$ cat src/hw/rtl/pktref_pkg.sv
// ----------------------------------------------------------------------------
// pktref_pkg
// shared types, codes and helpers for the pkt-line ref advertisement parser
// ----------------------------------------------------------------------------
package pktref_pkg;

  localparam int unsigned OidHexDigitsDefault = 40;
  localparam int unsigned HeaderDigitsDefault = 4;

  localparam int unsigned EventW = 3;
  localparam int unsigned ValueW = 8;
  localparam int unsigned PosW   = 16;
  localparam int unsigned ErrW   = 3;
  localparam int unsigned LenW   = 16;

  // output event kinds
  localparam logic [EventW-1:0] EvOidByte  = 3'd0;
  localparam logic [EventW-1:0] EvNameByte = 3'd1;
  localparam logic [EventW-1:0] EvCapByte  = 3'd2;
  localparam logic [EventW-1:0] EvRefEnd   = 3'd3;
  localparam logic [EventW-1:0] EvFlush    = 3'd4;
  localparam logic [EventW-1:0] EvError    = 3'd5;

  // error codes
  localparam logic [ErrW-1:0] ErrNone     = 3'd0;
  localparam logic [ErrW-1:0] ErrLenDigit = 3'd1;
  localparam logic [ErrW-1:0] ErrLenShort = 3'd2;
  localparam logic [ErrW-1:0] ErrOidDigit = 3'd3;
  localparam logic [ErrW-1:0] ErrNoSpace  = 3'd4;
  localparam logic [ErrW-1:0] ErrTooShort = 3'd5;

  localparam logic [7:0] ChSpace   = 8'h20;
  localparam logic [7:0] ChNewline = 8'h0a;
  localparam logic [7:0] ChNul     = 8'h00;

  typedef struct packed {
    logic [EventW-1:0] event_res;
    logic [ValueW-1:0] value;
    logic [PosW-1:0]   position;
    logic [ErrW-1:0]   error_code;
    logic              last;
  } result_t;

  // {valid, nibble}
  function automatic logic [4:0] hex_decode(input logic [7:0] c);
    logic [4:0] r;
    r = 5'd0;
    if (c >= 8'h30 && c <= 8'h39) begin
      r = {1'b1, 4'(c - 8'h30)};
    end else if (c >= 8'h61 && c <= 8'h66) begin
      r = {1'b1, 4'(c - 8'h57)};
    end else if (c >= 8'h41 && c <= 8'h46) begin
      r = {1'b1, 4'(c - 8'h37)};
    end
    return r;
  endfunction

endpackage

$ cat src/hw/rtl/pkt_line_ref_advert_parser.sv
// ----------------------------------------------------------------------------
// pkt_line_ref_advert_parser
// deframes a pkt-line byte stream into oid, name, capability, ref end,
// flush and error events
// ----------------------------------------------------------------------------
//  channel   dir  tdata                              tuser       tlast
//  s_axis    in   data_byte[7:0]                     -           -
//  m_axis    out  value[7:0] position[23:8]          event_res   last
//                 error_code[26:24]
//
//  one byte per cycle while the queue accepts input; a byte yielding two
//  events (final payload byte plus ref end) pushes both into the queue
//  rate is set by the three-entry output queue: input ready while at most
//  one result is queued
//  results are registered in the queue before they reach m_axis
//  reset returns the parser to header reading and empties the queue
//  a stalled master side fills the queue and then holds s_axis_tready low
// ----------------------------------------------------------------------------
module pkt_line_ref_advert_parser
  import pktref_pkg::*;
#(
  parameter int unsigned OID_HEX_DIGITS = OidHexDigitsDefault,
  parameter int unsigned HEADER_DIGITS  = HeaderDigitsDefault
) (
  input  logic        clk_i,
  input  logic        rst_ni,
  input  logic        s_axis_tvalid,
  output logic        s_axis_tready,
  input  logic [7:0]  s_axis_tdata,   // data_byte[7:0]
  output logic        m_axis_tvalid,
  input  logic        m_axis_tready,
  output logic [31:0] m_axis_tdata,   // value[7:0], position[23:8], error_code[26:24]
  output logic [2:0]  m_axis_tuser,   // event_res[2:0]
  output logic        m_axis_tlast
);

  typedef enum logic [1:0] {
    PhHeader = 2'd0,
    PhBody   = 2'd1,
    PhSkip   = 2'd2
  } phase_e;

  localparam logic [LenW-1:0] OidLen  = LenW'(OID_HEX_DIGITS);
  localparam logic [LenW-1:0] HdrLen  = LenW'(HEADER_DIGITS);
  localparam logic [1:0]      HdrDone = 2'(HEADER_DIGITS);

  phase_e          phase_q, phase_d;
  logic [1:0]      seen_q, seen_d;
  logic [LenW-1:0] acc_q, acc_d;
  logic [LenW-1:0] rem_q, rem_d;
  logic [LenW-1:0] off_q, off_d;
  logic [3:0]      nib_q, nib_d;
  logic            sep_q, sep_d;

  result_t         res0, res1;
  logic [1:0]      n_res;

  result_t         queue_q [3];
  logic [1:0]      wr_q, rd_q, cnt_q;

  logic            in_fire, out_fire;

  function automatic logic [1:0] ptr_inc(input logic [1:0] p);
    return (p == 2'd2) ? 2'd0 : p + 2'd1;
  endfunction

  assign s_axis_tready = (cnt_q <= 2'd1);
  assign in_fire       = s_axis_tvalid && s_axis_tready;
  assign m_axis_tvalid = (cnt_q != 2'd0);
  assign out_fire      = m_axis_tvalid && m_axis_tready;

  // parser next state and results for the byte on the input
  always_comb begin
    logic [4:0]      hv;
    logic [LenW-1:0] acc_n;
    logic [1:0]      seen_n;
    logic [LenW-1:0] body;
    logic            final_b;
    logic [7:0]      c;
    logic            as_header;
    c         = s_axis_tdata;
    hv        = hex_decode(c);
    acc_n     = {acc_q[LenW-5:0], hv[3:0]};
    seen_n    = seen_q + 2'd1;
    body      = acc_n - HdrLen;
    final_b   = (rem_q == LenW'(1));
    as_header = (phase_q != PhBody && phase_q != PhSkip) || (rem_q == '0);
    phase_d   = phase_q;
    seen_d    = seen_q;
    acc_d     = acc_q;
    rem_d     = rem_q;
    off_d     = off_q;
    nib_d     = nib_q;
    sep_d     = sep_q;
    res0      = '0;
    res1      = '0;
    n_res     = 2'd0;
    if (as_header) begin
      phase_d = PhHeader;
      if (!hv[4]) begin
        seen_d = 2'd0;
        acc_d  = '0;
        res0   = '{EvError, 8'd0, 16'd0, ErrLenDigit, 1'b1};
        n_res  = 2'd1;
      end else if (seen_n != HdrDone) begin
        seen_d = seen_n;
        acc_d  = acc_n;
      end else begin
        seen_d = 2'd0;
        acc_d  = '0;
        if (acc_n == '0) begin
          res0  = '{EvFlush, 8'd0, 16'd0, ErrNone, 1'b1};
          n_res = 2'd1;
        end else if (acc_n == HdrLen) begin
          n_res = 2'd0;
        end else if (acc_n < HdrLen) begin
          res0  = '{EvError, 8'd0, 16'd0, ErrLenShort, 1'b1};
          n_res = 2'd1;
        end else begin
          rem_d = body;
          off_d = '0;
          nib_d = 4'd0;
          sep_d = 1'b0;
          if (body < OidLen + LenW'(1)) begin
            phase_d = PhSkip;
            res0    = '{EvError, 8'd0, 16'd0, ErrTooShort, 1'b1};
            n_res   = 2'd1;
          end else begin
            phase_d = PhBody;
          end
        end
      end
    end else if (phase_q == PhSkip) begin
      rem_d = rem_q - LenW'(1);
      if (final_b) begin
        phase_d = PhHeader;
      end
    end else begin
      rem_d = rem_q - LenW'(1);
      off_d = off_q + LenW'(1);
      if (off_q < OidLen) begin
        if (!hv[4]) begin
          phase_d = final_b ? PhHeader : PhSkip;
          res0    = '{EvError, 8'd0, 16'd0, ErrOidDigit, 1'b1};
          n_res   = 2'd1;
        end else if (!off_q[0]) begin
          nib_d = hv[3:0];
          if (off_q == OidLen - LenW'(1)) begin
            res0  = '{EvOidByte, {hv[3:0], 4'd0}, off_q >> 1, ErrNone, 1'b0};
            n_res = 2'd1;
          end
        end else begin
          res0  = '{EvOidByte, {nib_q, hv[3:0]}, off_q >> 1, ErrNone, 1'b0};
          n_res = 2'd1;
        end
      end else if (off_q == OidLen) begin
        if (c != ChSpace) begin
          phase_d = final_b ? PhHeader : PhSkip;
          res0    = '{EvError, 8'd0, 16'd0, ErrNoSpace, 1'b1};
          n_res   = 2'd1;
        end
      end else begin
        if (c == ChNul && !sep_q) begin
          sep_d = 1'b1;
        end else if (!(final_b && c == ChNewline)) begin
          res0  = '{(sep_q ? EvCapByte : EvNameByte), c,
                    off_q - OidLen - LenW'(1), ErrNone, 1'b0};
          n_res = 2'd1;
        end
      end
      if (final_b && n_res != 2'd1 || final_b && res0.event_res != EvError) begin
        phase_d = PhHeader;
        if (n_res == 2'd0) begin
          res0  = '{EvRefEnd, 8'd0, 16'd0, ErrNone, 1'b1};
          n_res = 2'd1;
        end else begin
          res1  = '{EvRefEnd, 8'd0, 16'd0, ErrNone, 1'b1};
          n_res = 2'd2;
        end
      end
    end
  end

  always_ff @(posedge clk_i or negedge rst_ni) begin
    if (!rst_ni) begin
      phase_q <= PhHeader;
      seen_q  <= 2'd0;
      acc_q   <= '0;
      rem_q   <= '0;
      off_q   <= '0;
      nib_q   <= 4'd0;
      sep_q   <= 1'b0;
    end else if (in_fire) begin
      phase_q <= phase_d;
      seen_q  <= seen_d;
      acc_q   <= acc_d;
      rem_q   <= rem_d;
      off_q   <= off_d;
      nib_q   <= nib_d;
      sep_q   <= sep_d;
    end
  end

  // output queue control
  always_ff @(posedge clk_i or negedge rst_ni) begin
    logic [1:0] push;
    if (!rst_ni) begin
      wr_q  <= 2'd0;
      rd_q  <= 2'd0;
      cnt_q <= 2'd0;
    end else begin
      push = in_fire ? n_res : 2'd0;
      unique case (push)
        2'd1:    wr_q <= ptr_inc(wr_q);
        2'd2:    wr_q <= ptr_inc(ptr_inc(wr_q));
        default: wr_q <= wr_q;
      endcase
      if (out_fire) begin
        rd_q <= ptr_inc(rd_q);
      end
      cnt_q <= cnt_q + push - {1'b0, out_fire};
    end
  end

  // queue payload
  always_ff @(posedge clk_i) begin
    if (in_fire && n_res != 2'd0) begin
      queue_q[wr_q] <= res0;
    end
    if (in_fire && n_res == 2'd2) begin
      queue_q[ptr_inc(wr_q)] <= res1;
    end
  end

  assign m_axis_tdata = {5'd0, queue_q[rd_q].error_code, queue_q[rd_q].position,
                         queue_q[rd_q].value};
  assign m_axis_tuser = queue_q[rd_q].event_res;
  assign m_axis_tlast = queue_q[rd_q].last;

endmodule

$ cat config.mk
export PLATFORM = sky130hd
export DESIGN_NAME = pkt_line_ref_advert_parser
export DESIGN_NICKNAME = d
export VERILOG_FILES = /design/src/hw/rtl/pktref_pkg.sv /design/src/hw/rtl/pkt_line_ref_advert_parser.sv
export SDC_FILE = /design/constraint.sdc
export NUM_CORES = 1
export LEC_CHECK = 0
export BUFFER_PORTS_ARGS = -buffer_cell sky130_fd_sc_hd__buf_2
export CORE_ASPECT_RATIO = 0.8
export CORE_MARGIN = 2
export CORE_UTILIZATION = 37
export DETAILED_ROUTE_END_ITERATION = 10
export PLACE_DENSITY = 0.52
export SYNTH_ARGS = -nofsm -noshare
export SYNTH_HDL_FRONTEND = slang
export SYNTH_SLANG_ARGS = --single-unit
$ cat constraint.sdc
create_clock -name clk_i -period 7.97 [get_ports clk_i]
set_clock_uncertainty 0.2 [all_clocks]
set_input_delay 1.594 -clock clk_i [delete_from_list [all_inputs] [get_ports clk_i]]
set_output_delay 1.594 -clock clk_i [all_outputs]
set_load 0.005 [all_outputs]
Yosys cells after proc, flatten, opt, wreduce, memory -nomap -nowiden
Memory sizes are Yosys's and may differ from the RTL's. Cells that the tools add are included.

Bits in registers: 59. Bits in writable memories: 93. Bits of input ports: 12. Output and inout port bits: 38. Word-level logic and storage cells: 206. Memories: 1.

$add $sub $neg: 14. $lt $le $gt $ge: 10. Equal/unequal tests: 29. Muxes and demuxes: 109. Reductions and logical operators: 33.

Memory list: queue_q (depth 3, bits a word 31, rd ports 1, clocked after Yosys merged registers in 0, write ports 2, line pkt_line_ref_advert_parser.sv:58) `result_t queue_q [3];`.

Operator list (number): 31-bit 2-to-1 mux (17); 16-bit 2-to-1 mux (13); 30-bit 2-to-1 mux (6); 2-bit 2-to-1 mux (32); 4-bit 2-to-1 mux (10); 16-bit by 6-bit == test with 1-bit output, second input constant (2); 16-bit zero test (2); 16-bit by 6-bit less-than comparator with 1-bit output, second input constant (2); 16-bit by 1-bit subtractor with 16-bit output, second input constant (2); 28-bit 2-to-1 mux (1); 1-bit 2-to-1 mux (24); 12-bit 2-to-1 mux (2); 10-bit AND reduction (2); 2-bit != test, second input constant (9); 16-bit by 1-bit adder with 16-bit output, second input constant (1); 16-bit by 1-bit == test with 1-bit output, second input constant (1); 16-bit by 3-bit == test with 1-bit output, second input constant (1); 8-bit by 7-bit greater-or-equal comparator with 1-bit output, second input constant (2); 8-bit by 7-bit <= comparator with 1-bit output, second input constant (2); 16-bit by 3-bit less-than comparator with 1-bit output, second input constant (1); 16-bit by 3-bit subtractor with 16-bit output, second input constant (1); 16-bit by 6-bit subtractor with 16-bit output, second input constant (1); 5-bit 2-to-1 mux (3); 2-bit == test, second input constant (6); other kinds (26) (52).

Depth between registers and ports, before layout
Gate-level depths: netlist of run 1.

Depth in word-level cells: 21. Mapped depth: 22. Gate-level depth less buffers: 22.

Least setup slack after synthesis of run 1
OpenSTA, ideal clock, no wires.

Path kind: input-to-reg. From: input port s_axis_tdata[0]. To: register cnt_q[1]. Library setup time: 125 ps. Arrival: 5399 ps. Data required time: 7645 ps. Slack: 2246 ps. Cell stages on the path: 21. Path buffers: 0. Cells stage by stage: inv_1 -> ha_1 -> nor3b_1 -> nor3_4 -> nor2_1 -> nor2_1 -> inv_1 -> ha_1 -> nor3b_1 -> xnor2_1 -> and3_1 -> o211ai_1 -> or3_1 -> nand2b_1 -> a211oi_1 -> a31oi_1 -> ha_1 -> inv_1 -> ha_1 -> xor2_1 -> xnor2_1.

Cells in the longest elaborated chain, start to end: 18. Elaborated cells on any way between the ends: 60. Those cells by class: add/sub (6); order compare (8); eq/ne (5); mux (30); reduce/logical (11).

Ends and longest elaborated chain: start: declaration (line pkt_line_ref_advert_parser.sv:29) `input logic [7:0] s_axis_tdata,`; branches (longest 14 deep; another with 16-bit by 3-bit subtractor with 16-bit output); 2-bit 2-to-1 mux * (line pkt_line_ref_advert_parser.sv:98) `if (as_header) begin`; 2-bit 2-to-1 mux * (line pkt_line_ref_advert_parser.sv:212) `push = in_fire ? n_res : 2'd0;`; 2-bit adder * (line pkt_line_ref_advert_parser.sv:221) `cnt_q <= cnt_q + push - {1'b0, out_fire};`; 2-bit by 1-bit subtractor with 2-bit output * (line pkt_line_ref_advert_parser.sv:221); end signal: assignment (line pkt_line_ref_advert_parser.sv:221); end: declaration (line pkt_line_ref_advert_parser.sv:59) `logic [1:0] wr_q, rd_q, cnt_q;`.

Mark *: on every way between the ends. The select of a mux whose other input is x is not followed. A chain may end at the register's enable or synchronous reset.

==> results.md, run 1 <==
* Lkg Pwr at 4.024 nW
* Clock Latency Late Sink at 0.43 ns
* Fraction of synthesized area in multiplexers at 0.03976
* Die W at 175.0 µm
* Cts hold-fix bufs at 0
* F_max at 155.5 MHz
* Startpoint Class: primary input
* Slew Limit Headroom at 0.1921
* CTS sink cnt at 152
* Synth Area in XOR/XNOR at 0.03340
* Final Max Slew Viols at 0
* Simple-Gate Fraction of Synth Area at 0.2834
* Final period util at 0.8068
* Row count at 50
* Initial antenna violation count at 0
* Post-Synth Adder-Cell Area at 0.02747
* Worst VDD drop at 154.9 µV
* DRT Wirelength at 25,150 µm
* Total CTS buffers at 17
* Critical setup path kind: primary input to register
* Mean number of vias per cell at 5.431
* Layout cells sized above 1 at 0.1017
* DP Wirelength at 17,510 µm
* I/O Buffers at 44
* ANT cells at 0
* Vias in the first global route at 7,241
* Largest net degree at the start of global routing at 65
* CTS tree: done
* Core ar. at 23,210 µm²
* WL per Instance at 17.55 µm
* Grt total ovfl at 0
* Post-route setup TNS at 0 ns
* Status: finished, final reports clean
* Worst path max stage delay at 0.65 ns
* Post-synth top area cell: dfxtp_1
* Postcts setup bufs at 0
* CTS Root Cell: clkbuf_16
* Die height at 140.8 µm
* Global-route wire length before repair at 40,630 µm
* Worst slew pin tran at 1.212 ns
* Power per cell area at 262.1 nW/µm²
* Num ports at 50
* Post-synth EDFFs at 9
* Total GRT Usage at 0.2092
* Mapped Area at 8653 µm²
* Number of fill cells at 2,437
* Compound-cell area share of the yosys netlist at 0.1737
* Post-route ant nets at 0
* RSZ-0062 raised after global routing: no
* Hold slack at 0.2527 ns
* CTS resizes at 0
* Routability-driven placement congestion ratio at 0.8687
* Detailed-route via count at 7,783
* Cell count after synthesis at 1,104
* Buf/Inv on CP at 4
* Share of the synthesized area in the top cell type at 0.1943
* Mean Syn Cell Area at 7.838 µm²
* Post-synth top flop: dfxtp_1
* Initial DRC count at 672
* Worst Hold Class: register to register
* Final min period at 6.430 ns
* Final number of setup-violating endpoints at 0
* Yosys warns at 0
* Synth area leaders: dfxtp_1 19%, dfrtp_1 17%, nand2_1 10%
* Sequential area share after synthesis at 0.3962
* Largest family of logic cells by synthesized area: simple AND/OR/NAND/NOR gates
* CP required at 8.13 ns
* Post-synthesis register bit count at 152
* Endpoint type of the worst setup path: register
* Cell chain of the critical path: buf_2, inv_1, ha_1, nor3b_1, nor3_4, nor2_1, nor2_1, inv_1, ha_1, nor3b_1, xnor2_1, and4b_1, o21ai_0, mux2_2, or4_4, a21boi_2, buf_4, nand2_1, a21oi_1
* CTS H-Tree Depth at 4
* P&R area growth vs syn at 11.22%
* Final nets at 1,139
* Worst path slowest cell: a21boi_2
* Crit path DAT at 6.59 ns
* Worst path top cell family by delay: simple AND/OR/NAND/NOR gates
* CTS clk-pin slew, worst paths at 0.07 ns
* Yosys cell types at 71
* Die area at 24,630 µm²
* Clk buf depth at 2
* DRC Markers at 0
* Share of synthesized registers carrying an async set or reset at 0.3882
* Max cap viols at 0
* Pre-Repair DR Iteration Count at 5
* Initial cell density of the core at 0.3728
* Final hold violations at 0
* Crit Path Max Fanout at 16
[logic make-up after synthesis]
family / count (synthesis)
XOR/XNOR: 33
other: 1
flip-flops: 152
adder cells (fa/ha/maj): 19
buffers and inverters: 94
AO/OA/AOI/OAI: 243
AND/OR/NAND/NOR: 528
multiplexers: 34
[area by class of cell]
class,instances,area (µm²),share of cell area
timing repair buffer,56,310.3,0.03224
clock buffer,22,474.2,0.04927
multi-input combinational,862,4866,0.5056
sequential,152,3431,0.3565
inverter,19,71.32,0.007410
tap,312,390.4,0.04056
clock inverter,10,81.33,0.008450
[cells in the final DEF, fill, tap and decap left out, types with 6 or more instances in the layout]
cell type    n
nand3_1     84
xor2_1      12
mux2i_1     31
a211oi_1    11
dfxtp_1     84
a31oi_1      7
nand2b_1    10
dfrtp_1     57
buf_4       12
a22oi_1      7
a21oi_1     55
nor2_1      81
nand2_1    240
clkbuf_16   17
and3_1       6
nand4_1      9
edfxtp_1     9
nor4_1      15
o31ai_1     19
xnor2_1     21
or3_1       12
inv_1       19
o21ai_0     94
ha_1        19
nor3_1      28
buf_2       44
inv_6        6
a21o_1       7
and2_1       8
[flip-flops by register name, summed over array words and instances, names as in the netlist]
signal / cells
queue_q: 93
off_q: 16
rem_q: 16
acc_q: 12
nib_q: 4
cnt_q: 2
phase_q: 2
rd_q: 2
seen_q: 2
wr_q: 2
sep_q: 1
[power by group]
group / internal, mW / switching (mW)
clock: 0.430 / 0.351
combinational: 0.268 / 0.389
sequential: 0.880 / 0.206
[metal layers]
layer	global-route usage	vias to the layer above	part of all wire
met5	0	-	0
met4	0.07500	0	0.021
met3	0.03883	34	0.047
met2	0.3043	189	0.42
met1	0.3081	3687	0.51
li1	-	3873	-
[metrics by stage]
stage	setup slack [ns]	util	area (µm²)	total power, mW	instances
after floorplan	2.246	-	8668	1.538	1108
after global placement	1.481	0.3907	9069	1.748	1401
after detailed placement	1.198	0.3907	9069	1.753	1401
after CTS	1.629	0.4147	9624	2.540	1433
after global routing	1.161	0.4147	9624	2.675	1433
final	1.540	0.4147	9624	2.523	1433
[worst register-to-register path: cells and delay by family, from the launching register on]
family / cells / cell delay (ns)
buf+inv: 1 / 0.24
compound gates: 1 / 0.31
fa+ha+maj: 2 / 0.58
simple gates: 7 / 2.37
flops: 1 / 0.82
[worst paths after layout]
path                       cells past startpoint  slack (ns)             from              to
setup / recovery                              19        1.54  s_axis_tdata[0]  queue_q[2][26]
hold / removal                                 2        0.25   queue_q[2][24]  queue_q[2][24]
setup reg to reg                              11        3.14         off_q[0]   queue_q[1][0]
hold reg to reg                                2        0.25   queue_q[2][24]  queue_q[2][24]
max in group asynchronous                      2        5.82           rst_ni         rd_q[0]
min in group asynchronous                      2        1.12           rst_ni       off_q[13]
[Yosys cell counts (11+ instances only)]
| cell | count |
|---|---|
| nor2_1 | 81 |
| dfrtp_1 | 59 |
| dfxtp_1 | 84 |
| mux2i_1 | 31 |
| ha_1 | 19 |
| xor2_1 | 12 |
| or3_1 | 12 |
| o21ai_0 | 94 |
| inv_1 | 19 |
| nor3_1 | 28 |
| nand2_1 | 240 |
| clkbuf_1 | 55 |
| a21oi_1 | 55 |
| a211oi_1 | 11 |
| nand3_1 | 84 |
| xnor2_1 | 21 |
| o31ai_1 | 19 |
| nor4_1 | 15 |
(Power assumes the default switching activity.)
==> run 2, diff against run 1 <==
- PLACE_DENSITY: 0.52 -> 0.54
- clock period: 7.97 -> 5.8 ns (I/O delays scaled with it)
==> results.md, run 2 (synthesis gave the netlist of run 1 again) <==
* Gr busiest metal: met1 (unchanged)
* Status: finished, final reports clean (unchanged)
* ANT cells at 0 (unchanged)
* Seq. cell area at 3431 µm² (unchanged)
* Largest registers: queue_q: 93 flops, off_q: 16 flops, rem_q: 16 flops (unchanged)
* M2 GR Usage at 0.3039 (was 0.3043)
* Max cap viols at 0 (unchanged)
* Endpoint type of the worst setup path: register (unchanged)
* Hold endpoint: queue_q[2][13] (was queue_q[2][24])
* Register-to-Register Path Depth at 12 (was 11)
* Slew Limit Headroom at 0.2458 (was 0.1921)
* Grt total ovfl at 0 (unchanged)
* Vias in the first global route at 7,259 (was 7,241)
* Post-route ant nets at 0 (unchanged)
* P&R area growth vs syn at 12.85% (was 11.22%)
* Die area at 24,630 µm² (unchanged)
* Buf/Inv on CP at 5 (was 4)
* Worst slew pin tran at 1.131 ns (was 1.212 ns)
* Worst VDD drop at 248.2 µV (was 154.9 µV)
* WL per Instance at 17.12 µm (was 17.55 µm)
* Crit Path Max Fanout at 25 (was 16)
* Startpoint Class: primary input (unchanged)
* Lkg Pwr at 4.120 nW (was 4.024 nW)
* Area occupied by multi-input gates at 4866 µm² (unchanged)
* WP depth at 20 (was 19)
* DP Wirelength at 17,610 µm (was 17,510 µm)
* Final min period at 5.184 ns
* Total CTS buffers at 17 (unchanged)
* Critical setup path kind: primary input to register (unchanged)
* Final period util at 0.8938
* Initial antenna violation count at 0 (unchanged)
* Die W at 175.0 µm (unchanged)
* Most common cell after layout, fill and taps aside: nand2_1 (unchanged)
* RSZ-0062 raised after global routing: no (unchanged)
* Final Max Slew Viols at 0 (unchanged)
* Postcts setup bufs at 0 (unchanged)
* F_max at 192.9 MHz
* Setup WS post-layout at 0.6160 ns (was 1.540 ns)
* CP required at 5.97 ns (was 8.13 ns)
* Global-route wire length before repair at 40,380 µm (was 40,630 µm)
* Cell chain of the critical path: buf_2, inv_1, ha_1, nor3b_1, nor3_4, nor2_1, nor2_1, inv_1, ha_1, nor3b_1, xnor2_1, and4_1, o21ai_0, mux2_2, nor4_1, buf_4, o21ai_2, buf_4, nand2_1, a21oi_1 (was buf_2, inv_1, ha_1, nor3b_1, nor3_4, nor2_1, nor2_1, inv_1, ha_1, nor3b_1, xnor2_1, and4b_1, o21ai_0, mux2_2, or4_4, a21boi_2, buf_4, nand2_1, a21oi_1)
* Cts hold-fix bufs at 0 (unchanged)
* Worst Hold Class: register to register (unchanged)
* Min-delay src: queue_q[2][13] (was queue_q[2][24])
* CTS resizes at 0 (unchanged)
* Clk buf depth at 2 (unchanged)
* CTS H-Tree Depth at 4 (unchanged)
* Mean number of vias per cell at 5.322 (was 5.431)
* Crit path DAT at 5.36 ns (was 6.59 ns)
* Grt met1 use at 0.3112 (was 0.3081)
* R2r setup slk at 0.99 ns (was 3.14 ns)
* Worst path max stage delay at 0.87 ns (was 0.65 ns)
* Final number of setup-violating endpoints at 0 (unchanged)
* Pre-Repair DR Iteration Count at 5 (unchanged)
* Met3 usage at 0.03883 (unchanged)
* Layout cells sized above 1 at 0.1161 (was 0.1017)
* CTS Root Cell: clkbuf_16 (unchanged)
* Reg2reg end: queue_q[1][19] (was queue_q[1][0])
* Die height at 140.8 µm (unchanged)
* CTS clk-pin slew, worst paths at 0.07 ns (about the same)
* Final hold violations at 0 (unchanged)
* Routability-driven placement congestion ratio at 0.8895 (was 0.8687)
* Largest net degree at the start of global routing at 65 (unchanged)
* Total GRT Usage at 0.2079 (was 0.2092)
* Final core utilization at 0.4208 (was 0.4147)
* Clock Latency Late Sink at 0.44 ns (was 0.43 ns)
* DRT Wirelength at 24,810 µm (was 25,150 µm)
* Max reg flops at 93 (unchanged)
* CTS sink cnt at 152 (unchanged)
* Hold-critical path depth at 2 (unchanged)
* Post-route setup TNS at 0 ns (unchanged)
* DRC Markers at 0 (unchanged)
* Detailed-route via count at 7,712 (was 7,783)
* Num ports at 50 (unchanged)
* Power per cell area at 359.1 nW/µm² (was 262.1 nW/µm²)
* Hold slack at 0.2535 ns (was 0.2527 ns)
* I/O Buffers at 44 (unchanged)
* Worst path slowest cell: o21ai_2 (was a21boi_2)
* CTS tree: done (unchanged)
* Row count at 50 (unchanged)
* Final nets at 1,155 (was 1,139)
* Initial cell density of the core at 0.3728 (unchanged)
* Worst r2r src: off_q[12] (was off_q[0])
* Reg with most FFs: queue_q (unchanged)
* Core ar. at 23,210 µm² (unchanged)
* Worst path top cell family by delay: simple AND/OR/NAND/NOR gates (unchanged)
* Most frequent cells in the layout: 240 x nand2_1, 94 x o21ai_0, 84 x nand3_1, 84 x dfxtp_1, 81 x nor2_1 (unchanged)
* Place WS at 0.2444 ns (was 1.198 ns)
* Initial DRC count at 630 (was 672)
* Number of fill cells at 2,380 (was 2,437)
[run 2: cell types whose count changed in the layout (fill, tap and decap cells not counted), sizes merged]
cell      before  now
clkinvlp       3    2
clkinv         0    2
buf           56   72
clkbuf        22   18
inv           26   29
[run 2: metrics by stage]
step / power [mW] / std cells / cell area, µm²
after global routing: 3.720 / 1449 / 9766
after global placement: 2.407 / 1417 / 9189
after CTS: 3.532 / 1449 / 9766
after floorplan: 2.113 / 1108 / 8668
after detailed placement: 2.415 / 1417 / 9189
final: 3.507 / 1449 / 9766
[run 2: how the worst max path moves through the flow]
stage | to | startpoint | slack (ns)
final | queue_q[1][19] | s_axis_tdata[0] | 0.62
after global routing | queue_q[1][19] | s_axis_tdata[0] | 0.12
after CTS | queue_q[1][19] | s_axis_tdata[0] | 0.68
after detailed placement | queue_q[1][19] | s_axis_tdata[0] | 0.24
after global placement | queue_q[1][12] | s_axis_tdata[3] | 0.32
after floorplan | cnt_q[1] | s_axis_tdata[0] | 0.51
[run 2: area by class of cell]
| cell class | instances | share of cell area |
|---|---|---|
| Inverter | 19 | 0.007303 |
| Tap cell | 312 | 0.03997 |
| Sequential cell | 152 | 0.3513 |
| Clock inverter | 14 | 0.01294 |
| Clock buffer | 18 | 0.04612 |
| Timing Repair Buffer | 72 | 0.04407 |
| Multi-Input combinational cell | 862 | 0.4983 |
[run 2: metal layers]
metal,wire (µm),share of wire
met1,12670,0.51
met4,402,0.016
met2,10550,0.43
met5,0,0
met3,1194,0.048
[run 2: where the power goes]
| group | switching [mW] | internal [mW] | total (mW) |
|---|---|---|---|
| clock | 0.518 | 0.593 | 1.11 |
| combinational | 0.552 | 0.376 | 0.928 |
| sequential | 0.258 | 1.21 | 1.47 |
| total | 1.33 | 2.18 | 3.51 |
[run 2: worst min-delay path: stages, from the launching register on]
cell	delay, ns
dfxtp_1	0.31
nand3_1	0.06
nand2_1	0.04
==> run 3, diff against run 2 <==
- ABC_AREA: not set -> 1
==> results.md, run 3 <==
* Clock Latency Late Sink at 0.44 ns (about the same)
* Worst path max stage delay at 0.29 ns (was 0.87 ns)
* Post-synth top flop: dfxtp_1 (unchanged)
* Die W at 183.5 µm (was 175.0 µm)
* Cell Area, Placed at 9952 µm² (was 9189 µm²)
* Final period util at 0.8370 (was 0.8938)
* Layout cells sized above 1 at 0.08119 (was 0.1161)
* Die area at 27,090 µm² (was 24,630 µm²)
* Final hold violations at 0 (unchanged)
* ANT cells at 0 (unchanged)
* Die height at 147.6 µm (was 140.8 µm)
* Worst Hold Class: register to register (unchanged)
* Initial DRC count at 693 (was 630)
* Global-route wire length before repair at 45,400 µm (was 40,380 µm)
* CTS resizes at 0 (unchanged)
* DRT Wirelength at 28,010 µm (was 24,810 µm)
* Max reg flops at 93 (unchanged)
* Post-synth top cells: 371 x nand2_1, 268 x inv_1, 184 x nor2_1, 89 x nand4_1, 84 x dfxtp_1 (was 240 x nand2_1, 94 x o21ai_0, 84 x dfxtp_1, 84 x nand3_1, 81 x nor2_1)
* Total CTS buffers at 17 (unchanged)
* Total GRT Usage at 0.2131 (was 0.2079)
* Largest net degree at the start of global routing at 66 (was 65)
* Clk buf depth at 2 (unchanged)
* Post-synth EDFFs at 9 (unchanged)
* DRC Markers at 0 (unchanged)
* Initial antenna violation count at 0 (unchanged)
* Slew Limit Headroom at 0.2794 (was 0.2458)
* R2r setup slk at 1.49 ns (was 0.99 ns)
* Finished Cell Area at 10,570 µm² (was 9766 µm²)
* Most common cell after layout, fill and taps aside: nand2_1 (unchanged)
* Postcts setup bufs at 0 (unchanged)
* Post-route ant nets at 0 (unchanged)
* Worst slew pin tran at 1.071 ns (was 1.131 ns)
* Max cap viols at 0 (unchanged)
* Num ports at 50 (unchanged)
* Crit Path Max Fanout at 17 (was 25)
* Pre-Repair DR Iteration Count at 5 (unchanged)
* Yosys cell types at 46 (was 71)
* P&R area growth vs syn at 10.75% (was 12.85%)
* Cts hold-fix bufs at 0 (unchanged)
* Post-synthesis register bit count at 152 (unchanged)
* Count leader, synth: nand2_1 (unchanged)
* Crit path DAT at 4.99 ns (was 5.36 ns)
* Vias in the first global route at 8,338 (was 7,259)
* Post-synth top area cell: dfxtp_1 (unchanged)
* Synth area leaders: dfxtp_1 18%, dfrtp_1 15%, nand2_1 15% (was dfxtp_1 19%, dfrtp_1 17%, nand2_1 10%)
* Row count at 52 (was 50)
* Final Max Slew Viols at 0 (unchanged)
* CTS tree: done (unchanged)
* Largest registers: queue_q: 93 flops, off_q: 16 flops, rem_q: 16 flops (unchanged)
* I/O Buffers at 44 (unchanged)
* Cell count after synthesis at 1,449 (was 1,104)
* Power per cell area at 581.3 nW/µm² (was 359.1 nW/µm²)
* Mean Syn Cell Area at 6.584 µm² (was 7.838 µm²)
* Overall power at 6.142 mW (was 3.507 mW)
* Final nets at 1,496 (was 1,155)
* Worst VDD drop at 298.9 µV (was 248.2 µV)
* Detailed-route via count at 9,039 (was 7,712)
* Endpoint type of the worst setup path: register (unchanged)
* CTS sink cnt at 152 (unchanged)
* Lkg Pwr at 5.983 nW (was 4.120 nW)
* Grt total ovfl at 0 (unchanged)
* Mapped Area at 9540 µm² (was 8653 µm²)
* Initial cell density of the core at 0.3770 (was 0.3728)
* Share of the synthesized area in the top cell type at 0.1763 (was 0.1943)
* Cell mode on critical path: nand2_1
* Status: finished, final reports clean (unchanged)
* Post-route setup TNS at 0 ns (unchanged)
* Number of fill cells at 2,654 (was 2,380)
* CTS clk-pin slew, worst paths at 0.06 ns (was 0.07 ns)
* Reg with most FFs: queue_q (unchanged)
* Most frequent cells in the layout: 371 x nand2_1, 268 x inv_1, 182 x nor2_1 (was 240 x nand2_1, 94 x o21ai_0, 84 x nand3_1, 84 x dfxtp_1, 81 x nor2_1)
* DP Wirelength at 19,600 µm (was 17,610 µm)
* Sequential area share after synthesis at 0.3593 (was 0.3962)
* Final number of setup-violating endpoints at 0 (unchanged)
* CTS H-Tree Depth at 4 (unchanged)
* Worst path slowest cell: ha_1 (was o21ai_2)
* Routability-driven placement congestion ratio at 0.8523 (was 0.8895)
* Startpoint Class: primary input (unchanged)
* Share of synthesized registers carrying an async set or reset at 0.3882 (unchanged)
* CTS Root Cell: clkbuf_16 (unchanged)
* F_max at 206.0 MHz (was 192.9 MHz)
* WL per Instance at 15.54 µm (was 17.12 µm)
* Core ar. at 25,310 µm² (was 23,210 µm²)
* Final min period at 4.855 ns (was 5.184 ns)
* Critical setup path kind: primary input to register (unchanged)
* RSZ-0062 raised after global routing: no (unchanged)
* CP required at 5.93 ns (was 5.97 ns)
* Yosys warns at 0 (unchanged)
* Mean number of vias per cell at 5.016 (was 5.322)
## run 3: changes by cell type in the layout (fill, tap and decap cells not counted), moves of 12 or more
| cell | before | now |
|---|---|---|
| inv_1 | 19 | 268 |
| nand2_1 | 240 | 371 |
| nor2_1 | 81 | 182 |
| nand4_1 | 9 | 89 |
| o21ai_0 | 94 | 56 |
| o221ai_1 | 0 | 32 |
| mux2i_1 | 31 | 0 |
| a21oi_1 | 55 | 25 |
| nand3_1 | 84 | 54 |
| o22ai_1 | 2 | 20 |
| o31ai_1 | 19 | 3 |
| xnor2_1 | 21 | 5 |
| or3_1 | 12 | 0 |
## run 3: per-stage QoR
step                        util  hold WS, ns  cells  setup slack, ns
final                     0.4175       0.3020   1802           0.9453
after global routing      0.4175       0.3390   1802           0.3874
after CTS                 0.4175       0.3010   1802           0.9909
after detailed placement  0.3932       0.2834   1770           0.5394
after global placement    0.3932       0.2748   1770           0.6612
after floorplan                -       0.2517   1453            1.124
## run 3: logic make-up after synthesis
kind of cell | after synthesis | synth area share
AND/OR/NAND/NOR | 747 | 0.3412
AO/OA/AOI/OAI | 160 | 0.1049
flip-flops | 152 | 0.3593
buffers and inverters | 347 | 0.1481
other | 1 | 0.0003931
XOR/XNOR | 23 | 0.02111
adder cells (fa/ha/maj) | 19 | 0.02492
## run 3: critical path: cells and delay by family
| kind | cells | cell delay (ns) |
|---|---|---|
| buf+inv | 5 | 0.50 |
| fa+ha+maj | 4 | 0.94 |
| compound gates | 1 | 0.18 |
| simple gates | 17 | 1.90 |
| xor+xnor | 2 | 0.32 |
## run 3: worst paths after layout
| kind | to | from | depth (start not counted) |
|---|---|---|---|
| setup / recovery | cnt_q[1] | s_axis_tdata[0] | 29 |
| hold / removal | phase_q[0] | phase_q[0] | 2 |
| setup reg to reg | queue_q[1][19] | rem_q[10] | 16 |
| hold reg to reg | phase_q[0] | phase_q[0] | 2 |
| max in group asynchronous | rem_q[8] | rst_ni | 2 |
| min in group asynchronous | off_q[0] | rst_ni | 2 |
## run 3: power by group
part / leakage (nW) / internal (mW) / switching [mW]
Sequential: 1.56 / 1.52 / 0.234
Clock: 0.301 / 0.692 / 0.478
Combinational: 4.12 / 1.04 / 2.18
Total: 5.98 / 3.25 / 2.89
## run 3: layer usage
metal | share of wire | track usage | wire, µm | vias up
met5 | 0 | 0 | 0 | -
met3 | 0.053 | 0.03819 | 1479 | 26
met2 | 0.42 | 0.3187 | 11900 | 224
li1 | - | - | - | 4634
met1 | 0.51 | 0.3159 | 14240 | 4155
met4 | 0.014 | 0.05400 | 387 | 0
## run 3: cell type report
type | count | area, µm² | area share
tap | 324 | 405.4 | 0.03837
inverter | 278 | 1044 | 0.09876
clock buffer | 25 | 538.0 | 0.05092
clock inverter | 7 | 76.32 | 0.007223
sequential | 152 | 3428 | 0.3245
multi-input combinational | 954 | 4720 | 0.4467
timing repair buffer | 62 | 355.3 | 0.03363
